--- src/rtl/cidr_allow_list_match_top_defines.svh ---
// Assertion macros shared by the allow list match block
`ifndef CIDR_ALLOW_LIST_MATCH_TOP_DEFINES_SVH
`define CIDR_ALLOW_LIST_MATCH_TOP_DEFINES_SVH

// Property that must hold at every clock edge outside reset
`define CIDRAL_ASSERT(label, prop, msg) \
	label: assert property (@(posedge clk) disable iff (!arst_n) (prop)) else $error(msg);

// Condition that must never be seen outside reset
`define CIDRAL_NEVER(label, cond, msg) \
	label: assert property (@(posedge clk) disable iff (!arst_n) !(cond)) else $error(msg);

`endif

--- src/rtl/cidral_pkg.sv ---
// Shared types, sizes and codes of the allow list match block
package cidral_pkg;

	// Table size and derived widths
	localparam int MAX_ENTRIES = 16;
	localparam int CNT_W = $clog2(MAX_ENTRIES + 1);
	localparam int IDX_W = (MAX_ENTRIES > 1) ? $clog2(MAX_ENTRIES) : 1;

	// Command codes
	localparam logic [1:0] CMD_INSERT = 2'd0;
	localparam logic [1:0] CMD_LOOKUP = 2'd1;
	localparam logic [1:0] CMD_CLEAR  = 2'd2;

	// How the result of the current item is formed
	localparam logic [1:0] RES_NONE  = 2'd0;
	localparam logic [1:0] RES_FULL  = 2'd1;
	localparam logic [1:0] RES_ALLOW = 2'd2;
	localparam logic [1:0] RES_SCAN  = 2'd3;

	// Input transfer payload
	typedef struct packed {
		logic [1:0]  command;
		logic [63:0] addr_high;
		logic [63:0] addr_low;
		logic        addr_is_v4;
		logic [7:0]  prefix_len;
	} cidral_req_t;

	// Output transfer payload
	typedef struct packed {
		logic allowed;
		logic status;
	} cidral_rsp_t;

	// One stored table entry
	typedef struct packed {
		logic [63:0] addr_high;
		logic [63:0] addr_low;
		logic [7:0]  prefix;
	} cidral_entry_t;

	// Commands from the controller to the datapath
	typedef struct packed {
		logic       latch;
		logic       wr_en;
		logic       cnt_clr;
		logic       scan_start;
		logic       rd_en;
		logic       out_load;
		logic [1:0] res_kind;
	} cidral_dp_cmd_t;

	// Status from the datapath to the controller
	typedef struct packed {
		logic full;
		logic empty;
		logic last;
	} cidral_dp_sts_t;

endpackage

--- src/rtl/cidral_ram.sv ---
// Generic single write port RAM with registered read
module cidral_ram #(
	parameter int WIDTH = 8,
	parameter int DEPTH = 16
) (
	input  logic                                      clk,
	input  logic                                      we,
	input  logic [((DEPTH > 1) ? $clog2(DEPTH) : 1)-1:0] waddr,
	input  logic [WIDTH-1:0]                          wdata,
	input  logic                                      re,
	input  logic [((DEPTH > 1) ? $clog2(DEPTH) : 1)-1:0] raddr,
	output logic [WIDTH-1:0]                          rdata
);

	logic [WIDTH-1:0] mem_q [DEPTH];
	logic [WIDTH-1:0] rdata_q;

	// Write port
	always_ff @(posedge clk) begin
		if (we) begin
			mem_q[waddr] <= wdata;
		end
	end

	// Registered read port
	always_ff @(posedge clk) begin
		if (re) begin
			rdata_q <= mem_q[raddr];
		end
	end

	assign rdata = rdata_q;

endmodule

--- src/rtl/cidral_ctrl.sv ---
// Controller state machine of the allow list match block
module cidral_ctrl
	import cidral_pkg::*;
(
	input  logic           clk,
	input  logic           arst_n,
	input  logic           cmd_valid,
	input  logic [1:0]     command,
	output logic           cmd_stall,
	output logic           res_valid,
	input  logic           res_stall,
	output cidral_dp_cmd_t dp_cmd,
	input  cidral_dp_sts_t dp_sts
);

	localparam logic [1:0] S_IDLE  = 2'd0;
	localparam logic [1:0] S_SCAN  = 2'd1;
	localparam logic [1:0] S_DRAIN = 2'd2;
	localparam logic [1:0] S_FIN   = 2'd3;

	logic [1:0] state_q;
	logic [1:0] state_d;
	logic [1:0] kind_q;
	logic [1:0] kind_d;
	logic       res_valid_q;
	logic       out_free;

	// Output register can take a result when empty or being drained
	assign out_free = !res_valid_q || !res_stall;

	// Next state and datapath commands
	always_comb begin
		state_d = state_q;
		kind_d = kind_q;
		dp_cmd = '0;
		dp_cmd.res_kind = kind_q;
		unique case (state_q)
			S_IDLE: begin
				if (cmd_valid) begin
					dp_cmd.latch = 1'b1;
					state_d = S_FIN;
					kind_d = RES_NONE;
					unique case (command)
						CMD_INSERT: begin
							if (dp_sts.full) begin
								kind_d = RES_FULL;
							end else begin
								dp_cmd.wr_en = 1'b1;
							end
						end
						CMD_LOOKUP: begin
							if (dp_sts.empty) begin
								kind_d = RES_ALLOW;
							end else begin
								kind_d = RES_SCAN;
								dp_cmd.scan_start = 1'b1;
								state_d = S_SCAN;
							end
						end
						CMD_CLEAR: begin
							dp_cmd.cnt_clr = 1'b1;
						end
						default: begin
							kind_d = RES_NONE;
						end
					endcase
				end
			end
			S_SCAN: begin
				dp_cmd.rd_en = 1'b1;
				if (dp_sts.last) begin
					state_d = S_DRAIN;
				end
			end
			S_DRAIN: begin
				// last entry is compared in this cycle
				state_d = S_FIN;
			end
			S_FIN: begin
				if (out_free) begin
					dp_cmd.out_load = 1'b1;
					state_d = S_IDLE;
				end
			end
			default: begin
				state_d = S_IDLE;
			end
		endcase
	end

	// State, result kind and output valid
	always_ff @(posedge clk or negedge arst_n) begin
		if (!arst_n) begin
			state_q <= S_IDLE;
			kind_q <= RES_NONE;
			res_valid_q <= 1'b0;
		end else begin
			state_q <= state_d;
			kind_q <= kind_d;
			if (dp_cmd.out_load) begin
				res_valid_q <= 1'b1;
			end else if (!res_stall) begin
				res_valid_q <= 1'b0;
			end
		end
	end

	assign cmd_stall = (state_q != S_IDLE);
	assign res_valid = res_valid_q;

endmodule

--- src/rtl/cidral_dp.sv ---
// Datapath: address mapping, entry table, prefix compare and result register
module cidral_dp
	import cidral_pkg::*;
(
	input  logic           clk,
	input  logic           arst_n,
	input  cidral_req_t    cmd,
	input  cidral_dp_cmd_t dp_cmd,
	output cidral_dp_sts_t dp_sts,
	output cidral_rsp_t    res
);

	localparam logic [8:0]   V4_PREFIX_OFFSET = 9'd96;
	localparam logic [7:0]   FULL_PREFIX = 8'd128;
	localparam logic [31:0]  V4_MAP_MARK = 32'h0000_ffff;
	localparam logic [127:0] ALL_ONES = '1;

	// Mask with the top p bits set, p up to 128
	function automatic logic [127:0] top_mask(input logic [7:0] p);
		logic [127:0] m;
		if (p >= FULL_PREFIX) begin
			m = ALL_ONES;
		end else begin
			m = ~(ALL_ONES >> p);
		end
		return m;
	endfunction

	logic [63:0]     map_hi;
	logic [63:0]     map_lo;
	logic [8:0]      plen_sum;
	logic [7:0]      plen_sat;
	cidral_entry_t   wr_entry;
	cidral_entry_t   rd_entry;
	logic [127:0]    key_q;
	logic [CNT_W-1:0] count_q;
	logic [IDX_W-1:0] idx_q;
	logic            cmp_vld_q;
	logic            hit_q;
	logic            match;
	cidral_rsp_t     res_q;

	// IPv4 goes to ::ffff:a.b.c.d
	assign map_hi = cmd.addr_is_v4 ? 64'd0 : cmd.addr_high;
	assign map_lo = cmd.addr_is_v4 ? {V4_MAP_MARK, cmd.addr_low[31:0]} : cmd.addr_low;

	// Stored prefix, IPv4 offset added, saturated at full length
	assign plen_sum = {1'b0, cmd.prefix_len} + (cmd.addr_is_v4 ? V4_PREFIX_OFFSET : 9'd0);
	assign plen_sat = (plen_sum > {1'b0, FULL_PREFIX}) ? FULL_PREFIX : plen_sum[7:0];

	assign wr_entry.addr_high = map_hi;
	assign wr_entry.addr_low = map_lo;
	assign wr_entry.prefix = plen_sat;

	// Entry table
	cidral_ram #(
		.WIDTH($bits(cidral_entry_t)),
		.DEPTH(MAX_ENTRIES)
	) u_table (
		.clk  (clk),
		.we   (dp_cmd.wr_en),
		.waddr(count_q[IDX_W-1:0]),
		.wdata(wr_entry),
		.re   (dp_cmd.rd_en),
		.raddr(idx_q),
		.rdata(rd_entry)
	);

	// Lookup key
	always_ff @(posedge clk) begin
		if (dp_cmd.latch) begin
			key_q <= {map_hi, map_lo};
		end
	end

	// Masked compare of the entry read last cycle
	assign match = (((key_q ^ {rd_entry.addr_high, rd_entry.addr_low})
		& top_mask(rd_entry.prefix)) == 128'd0);

	// Fill count, scan index and hit flag
	always_ff @(posedge clk or negedge arst_n) begin
		if (!arst_n) begin
			count_q <= '0;
			idx_q <= '0;
			cmp_vld_q <= 1'b0;
			hit_q <= 1'b0;
		end else begin
			if (dp_cmd.cnt_clr) begin
				count_q <= '0;
			end else if (dp_cmd.wr_en) begin
				count_q <= count_q + CNT_W'(1);
			end
			if (dp_cmd.scan_start) begin
				idx_q <= '0;
			end else if (dp_cmd.rd_en) begin
				idx_q <= idx_q + IDX_W'(1);
			end
			cmp_vld_q <= dp_cmd.rd_en;
			if (dp_cmd.scan_start) begin
				hit_q <= 1'b0;
			end else if (cmp_vld_q && match) begin
				hit_q <= 1'b1;
			end
		end
	end

	// Result register
	always_ff @(posedge clk) begin
		if (dp_cmd.out_load) begin
			res_q.allowed <= (dp_cmd.res_kind == RES_ALLOW)
				|| ((dp_cmd.res_kind == RES_SCAN) && hit_q);
			res_q.status <= (dp_cmd.res_kind == RES_FULL);
		end
	end

	assign dp_sts.full = (count_q == CNT_W'(MAX_ENTRIES));
	assign dp_sts.empty = (count_q == '0);
	assign dp_sts.last = ((CNT_W'(idx_q) + CNT_W'(1)) == count_q);
	assign res = res_q;

endmodule

--- src/rtl/cidr_allow_list_match_top.sv ---
// Top level of the IP prefix allow list match block
// Holds up to MAX_ENTRIES allowed prefixes (128-bit address plus length, IPv4 mapped
// to ::ffff:a.b.c.d with 96 added to its length, saturating at 128). Each input transfer
// carries one command and gives exactly one result transfer: insert returns status 1 when
// the table is full, lookup returns allowed 1 when the table is empty or any entry matches
// on its leading prefix bits, clear empties the table. Items are handled one at a time:
// insert, clear, unused codes and a lookup on an empty table need no scan; a lookup on a
// non-empty table reads the table RAM one entry per cycle and compares each entry in the
// cycle after its read. The result sits in an output register, so the next item is
// accepted while a finished result waits to be taken.
`include "cidr_allow_list_match_top_defines.svh"

module cidr_allow_list_match_top
	import cidral_pkg::*;
(
	input  logic        clk,
	input  logic        arst_n,
	input  logic        cmd_valid,
	output logic        cmd_stall,
	input  cidral_req_t cmd,
	output logic        res_valid,
	input  logic        res_stall,
	output cidral_rsp_t res
);

	cidral_dp_cmd_t dp_cmd;
	cidral_dp_sts_t dp_sts;

	// Sequencing
	cidral_ctrl u_ctrl (
		.clk      (clk),
		.arst_n   (arst_n),
		.cmd_valid(cmd_valid),
		.command  (cmd.command),
		.cmd_stall(cmd_stall),
		.res_valid(res_valid),
		.res_stall(res_stall),
		.dp_cmd   (dp_cmd),
		.dp_sts   (dp_sts)
	);

	// Table and compare
	cidral_dp u_dp (
		.clk   (clk),
		.arst_n(arst_n),
		.cmd   (cmd),
		.dp_cmd(dp_cmd),
		.dp_sts(dp_sts),
		.res   (res)
	);

	// No write into a full table
	`CIDRAL_NEVER(a_no_write_full, dp_cmd.wr_en && dp_sts.full, "table write while full")
	// A result is loaded only when the output register is free
	`CIDRAL_ASSERT(a_load_free, dp_cmd.out_load |-> (!res_valid || !res_stall), "result overwritten")
	// A scan never starts on an empty table
	`CIDRAL_ASSERT(a_scan_nonempty, dp_cmd.scan_start |-> !dp_sts.empty, "scan of empty table")

endmodule
--- config.mk ---
export PLATFORM = sky130hd
export DESIGN_NAME = cidr_allow_list_match_top
export DESIGN_NICKNAME = d
export VERILOG_FILES = /design/src/rtl/cidral_pkg.sv /design/src/rtl/cidral_ram.sv /design/src/rtl/cidral_ctrl.sv /design/src/rtl/cidral_dp.sv /design/src/rtl/cidr_allow_list_match_top.sv
export VERILOG_INCLUDE_DIRS = /design/src /design/src/rtl
export SDC_FILE = /design/constraint.sdc
export NUM_CORES = 2
export LEC_CHECK = 0
export BUFFER_PORTS_ARGS = -buffer_cell sky130_fd_sc_hd__buf_2
export CORE_ASPECT_RATIO = 0.75
export CORE_MARGIN = 4
export CORE_UTILIZATION = 50
export CTS_CLUSTER_SIZE = 10
export DETAILED_ROUTE_END_ITERATION = 7
export PLACE_DENSITY_LB_ADDON = 0.05
export REMOVE_ABC_BUFFERS = 1
export SLEW_MARGIN = 20
export SYNTH_ARGS = -nofsm -noshare
export SYNTH_HDL_FRONTEND = slang
export SYNTH_SLANG_ARGS = --single-unit
--- constraint.sdc ---
create_clock -name clk -period 23.4 [get_ports clk]
set_input_delay 1.17 -clock clk [delete_from_list [all_inputs] [get_ports clk]]
set_output_delay 1.17 -clock clk [all_outputs]
set_load 0.02 [all_outputs]
==> impl_metrics.toml <==
[cts]
cts-resized-gates = 0
htreeDepth = 5
cts_tree = "built"
clock-sinks = 2458
cts_root_buf = "clkbuf_16"
cts_setup_buffers = 0
clk_pin_slew_ps = 60
numCtsBuffers = 296
clock_latency_ps = 900
clockBufferDepth = 4
cts_hold_buffers = 0

[route]
met1_length_um = 114300
wl_met2_um = 117400
wire_per_inst_um = 32.61
drt.antenna.violating_nets = 0
drtPass1Iterations = 5
drt_iter0_markers = 5849
drt_wl_total_um = 254000
via_per_inst = 6.291
route.detailed.drc = 0
vias = 48990
wl_met3_um = 16950
top_layer = "met4"

[floorplan]
die_x_um = 512.3
die_area_mm2 = 0.1979
die_h_um = 386.2
core-area_mm2 = 0.1892
start_util = 0.5040
rows = 138
io_pins = 147

[setup_path]
arrival_ps = 5510
regToRegSetupSlack_ps = 18530
worstPathMaxFanout = 117
r2r_cells = 8
path_common_cell = "buf_4"
reg2reg_from = "u_dp.idx_q[0]"
slowest_stage = "dfrtp_4"
start_kind = "register"
slowest_delay_ps = 920
cp_cell_sequence = "buf_12 > buf_4 > buf_4 > mux2_2 > o21ai_0 > a21oi_1 > a22oi_1 > nand2_1"
crit_type = "register to register"
worstSetupEndpointType = "register"
worst_ep_required_time_ps = 24040
reg2reg_to = "u_dp.u_table.rdata[69]"

[yosys]
synth_enable_flop_cells = 2442
ys_top_cells_by_area = "edfxtp_1, mux4_2, mux2i_1"
synth_cells = 4954
ys_warn_count = 0
syn_area_mm2 = 0.09538
async_flop_share = 0.006509
synth_seq_cells = 2458
yosysTopAreaCellShare = 0.7689
synthFlopType = "edfxtp_1"
syn_area_per_cell_um2 = 19.25
synth_top_cell_by_area = "edfxtp_1"
yosysSeqAreaShare = 0.7731
ys_types = 73

[global_route]
grt_pass1_wl_um = 362400
antenna_found_initial = 11
first_global_vias = 48800
grtUsageTotal = 0.2550
overflow = 0
grt_max_degree = 181

[sta]
rsz0062_at_grt = "no"
final.setup.tns_ps = 0
maxSlewHeadroom = 0.1843
tightest_slew_ps = 1223
drv_slew = 0
skew_ps = 33.94
layout_min_cycle_time_ps = 4865
max_freq_ghz = 0.2055
setup_viol = 0
hold_viol_final = 0
worst_hold_slack_ps = 243.8
fin_crit_sh = 0.2079

[pwr]
finalPower_mw = 12.60
p_per_area_mw_per_mm2 = 117.5
p_leak_nw = 35.10
peakVddDrop_mv = 0.1151

[final_layout]
finalNetCount = 5383
fin_area_mm2 = 0.1072
final_cells = 7787
synthToLayoutAreaGrowth_pct = 12.44
layout-drive-gt1-share = 0.2015
fillers = 14160

[place]
portBuffers = 146
place_hpwl_um = 126700
gp_congestion = 0.8403
place_area_mm2 = 0.09935
dpl.cell_count = 7449

[job]
cap_violations = 0

[hold_path]
hp-class = "input pin to async pin"

[outcome]
status = "finished, final reports clean"
## cells in the mapped netlist (16+ instances only)
cell	number
xnor2_1	63
o21ai_0	303
buf_1	57
mux4_2	273
clkbuf_1	167
dfrtp_1	16
mux2i_1	411
xor2_1	75
or2_2	16
nor2b_1	90
a22oi_1	138
edfxtp_1	2442
nand2_1	159
nor2_1	42
buf_2	45
a221oi_1	138
mux2_2	136
a21oi_1	184
## cell type report
cell class	instances	area [µm²]	area share
antenna	2	5.005	0.00004667
clock buffer	329	7732	0.07210
clock inverter	7	78.83	0.0007350
inverter	15	61.31	0.0005717
multi-input combinational	2209	20730	0.1934
sequential	2458	73750	0.6877
tap	2520	3153	0.02940
timing repair buffer	247	1728	0.01611
## metal layers
metal	vias up	global-route usage
met5	-	0
met4	0	0.05947
met3	407	0.03822
met2	1988	0.3921
met1	25950	0.3888
li1	20640	-
## layout by cell type (no fill, tap or decap), drive strengths merged, types with 75 or more instances in the layout
master and instances:
edfxtp 2442, mux2i 411, clkbuf 329, o21ai 312, mux4 273, buf 247
a21oi 184, nand2 159, a221oi 138, a22oi 138, mux2 136, nor2b 90
xor2 75
## worst max path at each step
stage                       start                         end  slack, ps
finish              u_dp.idx_q[0]      u_dp.u_table.rdata[69]      18530
global placement        cmd_valid  u_dp.u_table.mem_q[15][21]      18270
global route        u_dp.idx_q[0]      u_dp.u_table.rdata[53]      18220
detailed placement      cmd_valid  u_dp.u_table.mem_q[15][21]      18210
floorplan           u_dp.idx_q[0]           u_ctrl.state_q[0]      -4880
CTS                 u_dp.idx_q[0]      u_dp.u_table.rdata[69]      18540
## logic make-up (layout without fill, tap and decap cells)
group,Yosys count,in the layout,synth area share
simple gates,392,392,0.02058
buf+inv,287,598,0.01212
mux,820,820,0.1237
other cells,0,2,0
fa+ha+maj,15,15,0.001994
compound gates,844,844,0.05591
flops,2458,2458,0.7731
xor+xnor,138,138,0.01267
## registers in the layout, summed over array words and instances, names as in the netlist
name                cells
u_dp.key_q            128
u_ctrl.state_q          2
u_dp.hit_q              1
u_dp.u_table.rdata    136
u_dp.cmp_vld_q          1
u_ctrl.kind_q           2
u_dp.idx_q              4
u_dp.res                2
u_dp.u_table.mem_q   2176
u_dp.count_q            5
u_ctrl.res_valid        1
## per-stage QoR
step	util	setup slack [ps]
floorplan	-	-4879
global placement	0.5245	18270
detailed placement	0.5250	18210
CTS	0.5662	18540
global route	0.5667	18220
finish	0.5667	18530
## where the power goes
group | switching (mW) | total, mW | internal (mW)
clock | 1.60 | 3.91 | 2.31
sequential | 0.144 | 5.28 | 5.14
combinational | 2.16 | 3.41 | 1.25
## worst max-delay path: cells and delay by family (launching register included)
family	cells	cell delay (ps)
buf+inv	3	2160
flops	1	920
compound gates	3	500
mux	1	430
simple gates	1	80
Power figures use the tool's default switching activity.
